### src/rtl/lpr_pkg.sv
// ----------------------------------------------------------------------------
// lpr_pkg
// Shared constants and types for the LRU page replacement unit.
// ----------------------------------------------------------------------------
package lpr_pkg;

  localparam int FRAMES    = 16;
  localparam int PAGE_BITS = 16;

  localparam int SLOT_W = (FRAMES > 1) ? $clog2(FRAMES) : 1;
  localparam int RANK_W = SLOT_W;
  localparam int NUM_W  = $clog2(FRAMES + 1);

  // Fixed port widths
  localparam int PAGE_PORT_W  = 16;
  localparam int FRAME_SLOT_W = 4;
  localparam int FAULT_W      = 32;
  localparam int CFG_W        = 5;
  localparam int APB_DATA_W   = 32;
  localparam int APB_ADDR_W   = 3;

  localparam logic [CFG_W-1:0] FRAMES_IN_USE_RST = 5'd16;

  // Register index, taken from paddr[2]
  localparam logic REG_FRAMES_IN_USE = 1'b0;

  // Broadcast from the top level to every frame cell
  typedef struct packed {
    logic              clr;
    logic              upd;
    logic              hit;
    logic [RANK_W-1:0] hit_rank;
    logic [RANK_W-1:0] last_rank;
    logic [NUM_W-1:0]  active_n;
  } ctrl_t;

  // Per-cell lookup status
  typedef struct packed {
    logic match;
    logic first_empty;
    logic victim;
  } stat_t;

endpackage

### src/rtl/lru_page_replacement_unit.sv
// ----------------------------------------------------------------------------
// lru_page_replacement_unit
// Fully associative page frames with least-recently-used replacement.
// ----------------------------------------------------------------------------
// Result: strobe done_o in the cycle after start is taken, unless a write
//   to frames_in_use comes in the same cycle. Throughput: one item per cycle;
//   busy stays low, as the frame cells compare, pick the slot and update ranks together.
// Reset: all frames empty, frames_in_use = 16, fault total zero. A write to
//   frames_in_use empties the frames and clears the total.
module lru_page_replacement_unit (
  input  logic                              clk_i,
  input  logic                              rst_ni,
  input  logic                              start,
  output logic                              busy,
  input  logic [lpr_pkg::PAGE_PORT_W-1:0]   page_number_i,
  output logic                              done_o,
  output logic                              hit_o,
  output logic [lpr_pkg::FRAME_SLOT_W-1:0]  frame_slot_o,
  output logic                              evicted_valid_o,
  output logic [lpr_pkg::PAGE_PORT_W-1:0]   evicted_page_o,
  output logic [lpr_pkg::FAULT_W-1:0]       fault_total_o,
  input  logic                              psel,
  input  logic                              penable,
  input  logic                              pwrite,
  input  logic [lpr_pkg::APB_ADDR_W-1:0]    paddr,
  input  logic [lpr_pkg::APB_DATA_W-1:0]    pwdata,
  output logic [lpr_pkg::APB_DATA_W-1:0]    prdata,
  output logic                              pready
);

  localparam int F = lpr_pkg::FRAMES;

  logic [lpr_pkg::CFG_W-1:0]     frames_q, frames_d;
  logic [lpr_pkg::FAULT_W-1:0]   fault_q, fault_d;
  logic                          cfg_wr;
  logic                          accept;
  logic [lpr_pkg::NUM_W-1:0]     active_n;
  lpr_pkg::ctrl_t                ctrl;
  lpr_pkg::stat_t                stat [F];
  logic [lpr_pkg::RANK_W-1:0]    rank [F];
  logic [lpr_pkg::PAGE_BITS-1:0] cell_page [F];
  logic [F:0]                    empty_seen;
  logic [F-1:0]                  sel;
  logic                          any_hit;
  logic                          any_empty;
  logic [lpr_pkg::RANK_W-1:0]    hit_rank;
  logic [lpr_pkg::PAGE_BITS-1:0] ev_page;
  logic [lpr_pkg::SLOT_W-1:0]    slot;
  logic [lpr_pkg::PAGE_BITS-1:0] page;
  logic                          evict;

  // Output registers
  logic                              done_q;
  logic                              hit_q;
  logic [lpr_pkg::FRAME_SLOT_W-1:0]  slot_q;
  logic                              ev_valid_q;
  logic [lpr_pkg::PAGE_PORT_W-1:0]   ev_page_q;

  assign busy   = 1'b0;
  assign pready = 1'b1;
  assign accept = start & ~busy;
  assign cfg_wr = psel & penable & pwrite & pready & (paddr[2] == lpr_pkg::REG_FRAMES_IN_USE);

  always_comb begin
    prdata = '0;
    if (paddr[2] == lpr_pkg::REG_FRAMES_IN_USE) begin
      prdata = lpr_pkg::APB_DATA_W'(frames_q);
    end
  end

  assign frames_d = cfg_wr ? pwdata[lpr_pkg::CFG_W-1:0] : frames_q;

  // Zero acts as one frame, anything above the built count as all frames
  always_comb begin
    if (frames_q == '0) begin
      active_n = lpr_pkg::NUM_W'(1);
    end else if (32'(frames_q) > F) begin
      active_n = lpr_pkg::NUM_W'(F);
    end else begin
      active_n = lpr_pkg::NUM_W'(frames_q);
    end
  end

  assign page = lpr_pkg::PAGE_BITS'(page_number_i);

  assign ctrl.clr       = cfg_wr;
  assign ctrl.upd       = accept;
  assign ctrl.hit       = any_hit;
  assign ctrl.hit_rank  = hit_rank;
  assign ctrl.last_rank = lpr_pkg::RANK_W'(active_n - lpr_pkg::NUM_W'(1));
  assign ctrl.active_n  = active_n;

  assign empty_seen[0] = 1'b0;

  for (genvar g = 0; g < F; g++) begin : g_cell
    lpr_cell u_cell (
      .clk_i        (clk_i),
      .rst_ni       (rst_ni),
      .idx_i        (lpr_pkg::SLOT_W'(g)),
      .ctrl_i       (ctrl),
      .page_i       (page),
      .sel_i        (sel[g]),
      .empty_seen_i (empty_seen[g]),
      .empty_seen_o (empty_seen[g+1]),
      .stat_o       (stat[g]),
      .rank_o       (rank[g]),
      .page_o       (cell_page[g])
    );
  end

  assign any_empty = empty_seen[F];

  always_comb begin
    any_hit  = 1'b0;
    hit_rank = '0;
    for (int i = 0; i < F; i++) begin
      any_hit  = any_hit | stat[i].match;
      hit_rank = hit_rank | (stat[i].match ? rank[i] : '0);
    end
  end

  assign evict = ~any_hit & ~any_empty;

  always_comb begin
    sel     = '0;
    slot    = '0;
    ev_page = '0;
    for (int i = 0; i < F; i++) begin
      if (any_hit) begin
        sel[i] = stat[i].match;
      end else if (any_empty) begin
        sel[i] = stat[i].first_empty;
      end else begin
        sel[i] = stat[i].victim;
      end
      slot    = slot | (sel[i] ? lpr_pkg::SLOT_W'(i) : '0);
      ev_page = ev_page | (sel[i] ? cell_page[i] : '0);
    end
  end

  always_comb begin
    fault_d = fault_q;
    if (cfg_wr) begin
      fault_d = '0;
    end else if (accept && !any_hit && (fault_q != '1)) begin
      fault_d = fault_q + lpr_pkg::FAULT_W'(1);
    end
  end

  always_ff @(posedge clk_i or negedge rst_ni) begin
    if (!rst_ni) begin
      frames_q <= lpr_pkg::FRAMES_IN_USE_RST;
      fault_q  <= '0;
      done_q   <= 1'b0;
    end else begin
      frames_q <= frames_d;
      fault_q  <= fault_d;
      done_q   <= accept & ~cfg_wr;
    end
  end

  always_ff @(posedge clk_i) begin
    if (accept) begin
      hit_q      <= any_hit;
      slot_q     <= lpr_pkg::FRAME_SLOT_W'(slot);
      ev_valid_q <= evict;
      ev_page_q  <= evict ? lpr_pkg::PAGE_PORT_W'(ev_page) : '0;
    end
  end

  assign done_o          = done_q;
  assign hit_o           = hit_q;
  assign frame_slot_o    = slot_q;
  assign evicted_valid_o = ev_valid_q;
  assign evicted_page_o  = ev_page_q;
  assign fault_total_o   = fault_q;

endmodule

### src/rtl/lpr_cell.sv
// ----------------------------------------------------------------------------
// lpr_cell
// One page frame: page tag, valid bit and recency rank (0 = newest).
// ----------------------------------------------------------------------------
module lpr_cell (
  input  logic                           clk_i,
  input  logic                           rst_ni,
  input  logic [lpr_pkg::SLOT_W-1:0]     idx_i,
  input  lpr_pkg::ctrl_t                 ctrl_i,
  input  logic [lpr_pkg::PAGE_BITS-1:0]  page_i,
  input  logic                           sel_i,
  input  logic                           empty_seen_i,
  output logic                           empty_seen_o,
  output lpr_pkg::stat_t                 stat_o,
  output logic [lpr_pkg::RANK_W-1:0]     rank_o,
  output logic [lpr_pkg::PAGE_BITS-1:0]  page_o
);

  logic                          valid_q, valid_d;
  logic [lpr_pkg::RANK_W-1:0]    rank_q, rank_d;
  logic [lpr_pkg::PAGE_BITS-1:0] page_q, page_d;
  logic                          active;
  logic                          occupied;
  logic                          empty_here;
  logic                          age;

  assign active     = lpr_pkg::NUM_W'(idx_i) < ctrl_i.active_n;
  assign occupied   = active & valid_q;
  assign empty_here = active & ~valid_q;

  // Lowest empty frame wins: the carry tells later cells one was already seen
  assign empty_seen_o       = empty_seen_i | empty_here;
  assign stat_o.match       = occupied & (page_q == page_i);
  assign stat_o.first_empty = empty_here & ~empty_seen_i;
  // Ranks of a full set form a permutation, so the oldest has rank n-1
  assign stat_o.victim      = occupied & (rank_q == ctrl_i.last_rank);

  // On a hit only frames newer than the hit frame age
  assign age = occupied & (~ctrl_i.hit | (rank_q < ctrl_i.hit_rank));

  assign rank_o = rank_q;
  assign page_o = page_q;

  always_comb begin
    valid_d = valid_q;
    rank_d  = rank_q;
    page_d  = page_q;
    if (ctrl_i.clr) begin
      valid_d = 1'b0;
      rank_d  = '0;
    end else if (ctrl_i.upd) begin
      if (sel_i) begin
        rank_d = '0;
        if (!ctrl_i.hit) begin
          valid_d = 1'b1;
          page_d  = page_i;
        end
      end else if (age) begin
        rank_d = rank_q + lpr_pkg::RANK_W'(1);
      end
    end
  end

  always_ff @(posedge clk_i or negedge rst_ni) begin
    if (!rst_ni) begin
      valid_q <= 1'b0;
      rank_q  <= '0;
    end else begin
      valid_q <= valid_d;
      rank_q  <= rank_d;
    end
  end

  always_ff @(posedge clk_i) begin
    page_q <= page_d;
  end

endmodule

### config.mk
export PLATFORM = sky130hd
export DESIGN_NAME = lru_page_replacement_unit
export DESIGN_NICKNAME = d
export VERILOG_FILES = /design/src/rtl/lpr_pkg.sv /design/src/rtl/lru_page_replacement_unit.sv /design/src/rtl/lpr_cell.sv
export SDC_FILE = /design/constraint.sdc
export NUM_CORES = 1
export LEC_CHECK = 0
export ABC_AREA = 1
export BUFFER_PORTS_ARGS = -buffer_cell sky130_fd_sc_hd__buf_2
export CAP_MARGIN = 20
export CORE_MARGIN = 2
export CORE_UTILIZATION = 45
export CTS_CLUSTER_DIAMETER = 100
export DETAILED_ROUTE_END_ITERATION = 6
export GPL_TIMING_DRIVEN = 0
export PLACE_DENSITY_LB_ADDON = 0.25
export RECOVER_POWER = 50
export SLEW_MARGIN = 20
export SYNTH_ARGS = -nofsm -noshare
export SYNTH_HDL_FRONTEND = slang
export SYNTH_SLANG_ARGS = --single-unit
### constraint.sdc
create_clock -name clk_i -period 8.72 [get_ports clk_i]
set_input_delay 2.18 -clock clk_i [delete_from_list [all_inputs] [get_ports clk_i]]
set_output_delay 2.18 -clock clk_i [all_outputs]
set_load 0.02 [all_outputs]
==> reports/qor.csv <==
stage;metric;value;unit
outcome;status;finished with violations;
outcome;violations;max-capacitance violations, max-slew violations;
timing;worst_pin_slew;2.77;ns
power_and_ir_drop;vdd_drop_max;0.000179;V
synth;yosys.area.top_type_share;34.0;%
synth;synth.most_common_cell;nand2_1;
clock_tree;htree_levels;2;
synth;synth_area_leaders;edfxtp_1, dfrtp_1, nand2_1;
detailed_routing;drc;0;
synth;ys_seq_elements;396;
synth;syn_area;24600;µm²
synth;synth_edf_count;278;
place;port_buffers;87;
synth;synth_fa_ha_area_share;3.36;%
synth;synth_seq_area_share;46.0;%
clock_tree;insertion_delay;0.61;ns
critical_path;end_kind;flop;
global_route;antenna_found_initial;0;
worst_hold_path;hp-class;reg -> reg;
global_route;grt_pass1_wl;147000;µm
timing;hold_viol_final;0;
synth;synth_cell_types;63;
final_layout;drive_gt1_share;10.6;%
global_route;grt_max_degree;76;
detailed_routing;routed.top_layer;met4;
timing;layout_min_cycle_time;7.77;ns
synth;synth-xor-area-share;9.49;%
global_route;grt_use_total;36.6;%
critical_path;critPathArrivalTime;7.80;ns
critical_path;critPathTopFamily;buffers and inverters;
synth;synth_flop_cell;edfxtp_1;
timing;worst_clock_skew;0.0294;ns
clock_tree;cts.sinks;396;
detailed_routing;met2_length;48600;µm
synth;synth_cells;2940;
final_layout;num_antenna_cells;0;
detailed_routing;firstDrtPassIters;6;
clock_tree;tritoncts;done;
detailed_routing;routed_wl;104000;µm
clock_tree;clkTransAtPathRegs;0.06;ns
synth;synth_area_per_cell;8.35;µm²
timing;slew_headroom;-84.4;%
timing;layout_setup_ws;0.947;ns
final_layout;design_area;27800;µm²
power_and_ir_drop;p_leak;12.1;nW
critical_path;crit_fanout;17;
floorplanning;start_util;45.5;%
detailed_routing;first_iter_violations;2304;
detailed_routing;route.antenna.remaining_nets;0;
clock_tree;cts_resized;0;
floorplanning;die_h;238;µm
detailed_routing;dr_wl_met3;7530;µm
power_and_ir_drop;pwr_density_cell;237;nW/µm²
clock_tree;root_buffer;clkbuf_16;
place;dpl_cell_area;26300;µm²
timing;max_freq;129;MHz
clock_tree;cts_hold_buf;0;
timing;timing.final.setup_violations;0;
detailed_routing;drt-vias-per-instance;5.73;
detailed_routing;wl_per_cell;27.0;µm
critical_path;cpPeakStageDelay;0.80;ns
place;dp_hpwl;79100;µm
synth;synth_common_cells;nand2_1, nor2_1, edfxtp_1;
floorplanning;core-area;53900;µm²
synth;synth_top_family_by_area;simple AND/OR/NAND/NOR gates;
synth;synth_compound_area_share;6.54;%
clock_tree;cts-buffers-inserted;48;
final_layout;area_growth;13.0;%
critical_path;worstSetupPathType;in -> reg;
timing;grt_setup_unrepaired;no;
floorplanning;fp.dieW;238;µm
critical_path;cp_data_required_time;8.75;ns
place;post-place-ws;0.998;ns
critical_path;critical_path.slowest_cell;clkinv_1;
clock_tree;post_cts_buffers;0;
timing;drv_slew;71;
floorplanning;dieArea;56500;µm²
global_route;grt-ovfl-total;0;
synth;synth_area_leader_cell;edfxtp_1;
synth;async_flop_share;29.8;%
global_route;grt_pass1_vias;21000;
final_layout;nNetsFinal;3240;
clock_tree;clk_path_buf_depth;3;
critical_path;cp-start-kind;input port;
timing;fin_crit_sh;89.1;%
critical_path;cp.buffers_inverters;6;
synth;synthSimpleGateAreaFrac;27.5;%
detailed_routing;num_vias;22100;
critical_path;crit_top_cell;nand2_1;
synth;yosysWarnings;0;
critical_path;crit_chain;clkbuf_1 > buf_2 > buf_4 > xor2_1 > nor3_1 > nand4_1 > nor2_1 > nand2_1 > nand2_1 > nor3_2 > nand3_2 > buf_4 > buf_2 > nor2_1 > nand2_1 > clkinv_1;
floorplanning;std_cell_rows;85;
synth;synthMuxAreaShare;0;%
detailed_routing;drt-met1-wl;41600;µm
floorplanning;ios;146;
place;gp_congestion;1.05;
flow_run;max-cap-violations;2;
-- cell usage in the layout (no fill, tap or decap), types with 6 or more instances in the layout --
master / instances
o22ai_1: 13
nand4_1: 85
buf_2: 67
nand3_1: 155
conb_1: 29
ha_1: 66
o21ai_1: 25
dfrtp_1: 117
nand3_2: 14
clkinv_1: 8
nand2_1: 720
xor2_1: 189
nor2_1: 390
edfxtp_1: 278
nor2_2: 11
or2_2: 18
inv_2: 16
nor3_1: 84
clkinv_2: 11
clkbuf_16: 48
o21ai_0: 115
inv_1: 251
nand3b_1: 7
o21ai_2: 6
buf_4: 64
nand2_2: 9
clkbuf_1: 73
a21oi_1: 91
nor2_4: 17
buf_6: 7
nor4_1: 15
xnor2_1: 76
-- cell families after synthesis --
logic type,Yosys count
flops,396
other cells,2
xor+xnor,266
simple gates,1550
fa+ha+maj,66
compound gates,282
buf+inv,378
-- per-stage QoR --
stage	hold slack (ns)	utilization, %	power, mW	instances	setup TNS [ns]
6_report	0.512	51.5	6.58	3852	0
3_3_place_gp	0.470	48.2	4.57	3750	-224.71
5_1_grt	0.535	51.5	6.89	3852	0
2_1_floorplan	0.453	-	3.85	2967	0
4_1_cts	0.509	51.6	6.56	3852	0
3_5_place_dp	0.495	48.8	4.63	3763	0
-- path summary, 6_finish.rpt --
check	from	endpoint	slack [ns]	cells after the start
max	page_number_i[14]	g_cell[2].u_cell.page_o[1]$_DFFE_PP_	0.95	16
min	g_cell[3].u_cell.valid_q$_DFFE_PN0P_	g_cell[3].u_cell.valid_q$_DFFE_PN0P_	0.51	2
max reg2reg	frames_q[4]$_DFFE_PN1P_	evicted_page_o[15]$_SDFFCE_PN0P_	2.16	20
min reg2reg	g_cell[3].u_cell.valid_q$_DFFE_PN0P_	g_cell[3].u_cell.valid_q$_DFFE_PN0P_	0.51	2
max in group asynchronous	rst_ni	g_cell[13].u_cell.valid_q$_DFFE_PN0P_	4.67	1
min in group asynchronous	rst_ni	g_cell[13].u_cell.rank_o[2]$_DFFE_PN0P_	2.46	1
-- worst min-delay path, cell delays in order, from the launching register on --
cell	delay [ns]
dfrtp_1	0.35
nand2_1	0.05
o21ai_0	0.07
-- per-layer routing --
layer | track usage [%] | vias up
met2 | 60.6 | 1035
met1 | 46.3 | 10700
met3 | 5.49 | 236
met4 | 19.5 | 0
li1 | - | 10000
met5 | 0 | -
-- state kept, by name (all words and copies together), names as in the netlist, 4 cells and up --
signal and flops:
frame_slot_o 4, fault_total_o 32, g_cell.u_cell.valid_q 16, frames_q 5
g_cell.u_cell.page_o 256, evicted_page_o 16, g_cell.u_cell.rank_o 64
-- where the power goes --
part           switching, mW  total, mW  internal, mW
combinational           1.42       2.08         0.662
sequential             0.302       2.56          2.26
clock                  0.852       1.94          1.09
total                   2.57       6.58          4.01
-- final cells by class --
type	instances	area, µm²
fillers	5171	26200
repair buffers	100	544
clock buffers	64	1300
plain buffers	108	721
inverters	270	1010
flip-flops and latches	396	11300
clock inverters	25	214
multi-input cells	2193	11800
well taps	696	871
Note: power is estimated with default switching activity, not from simulation.
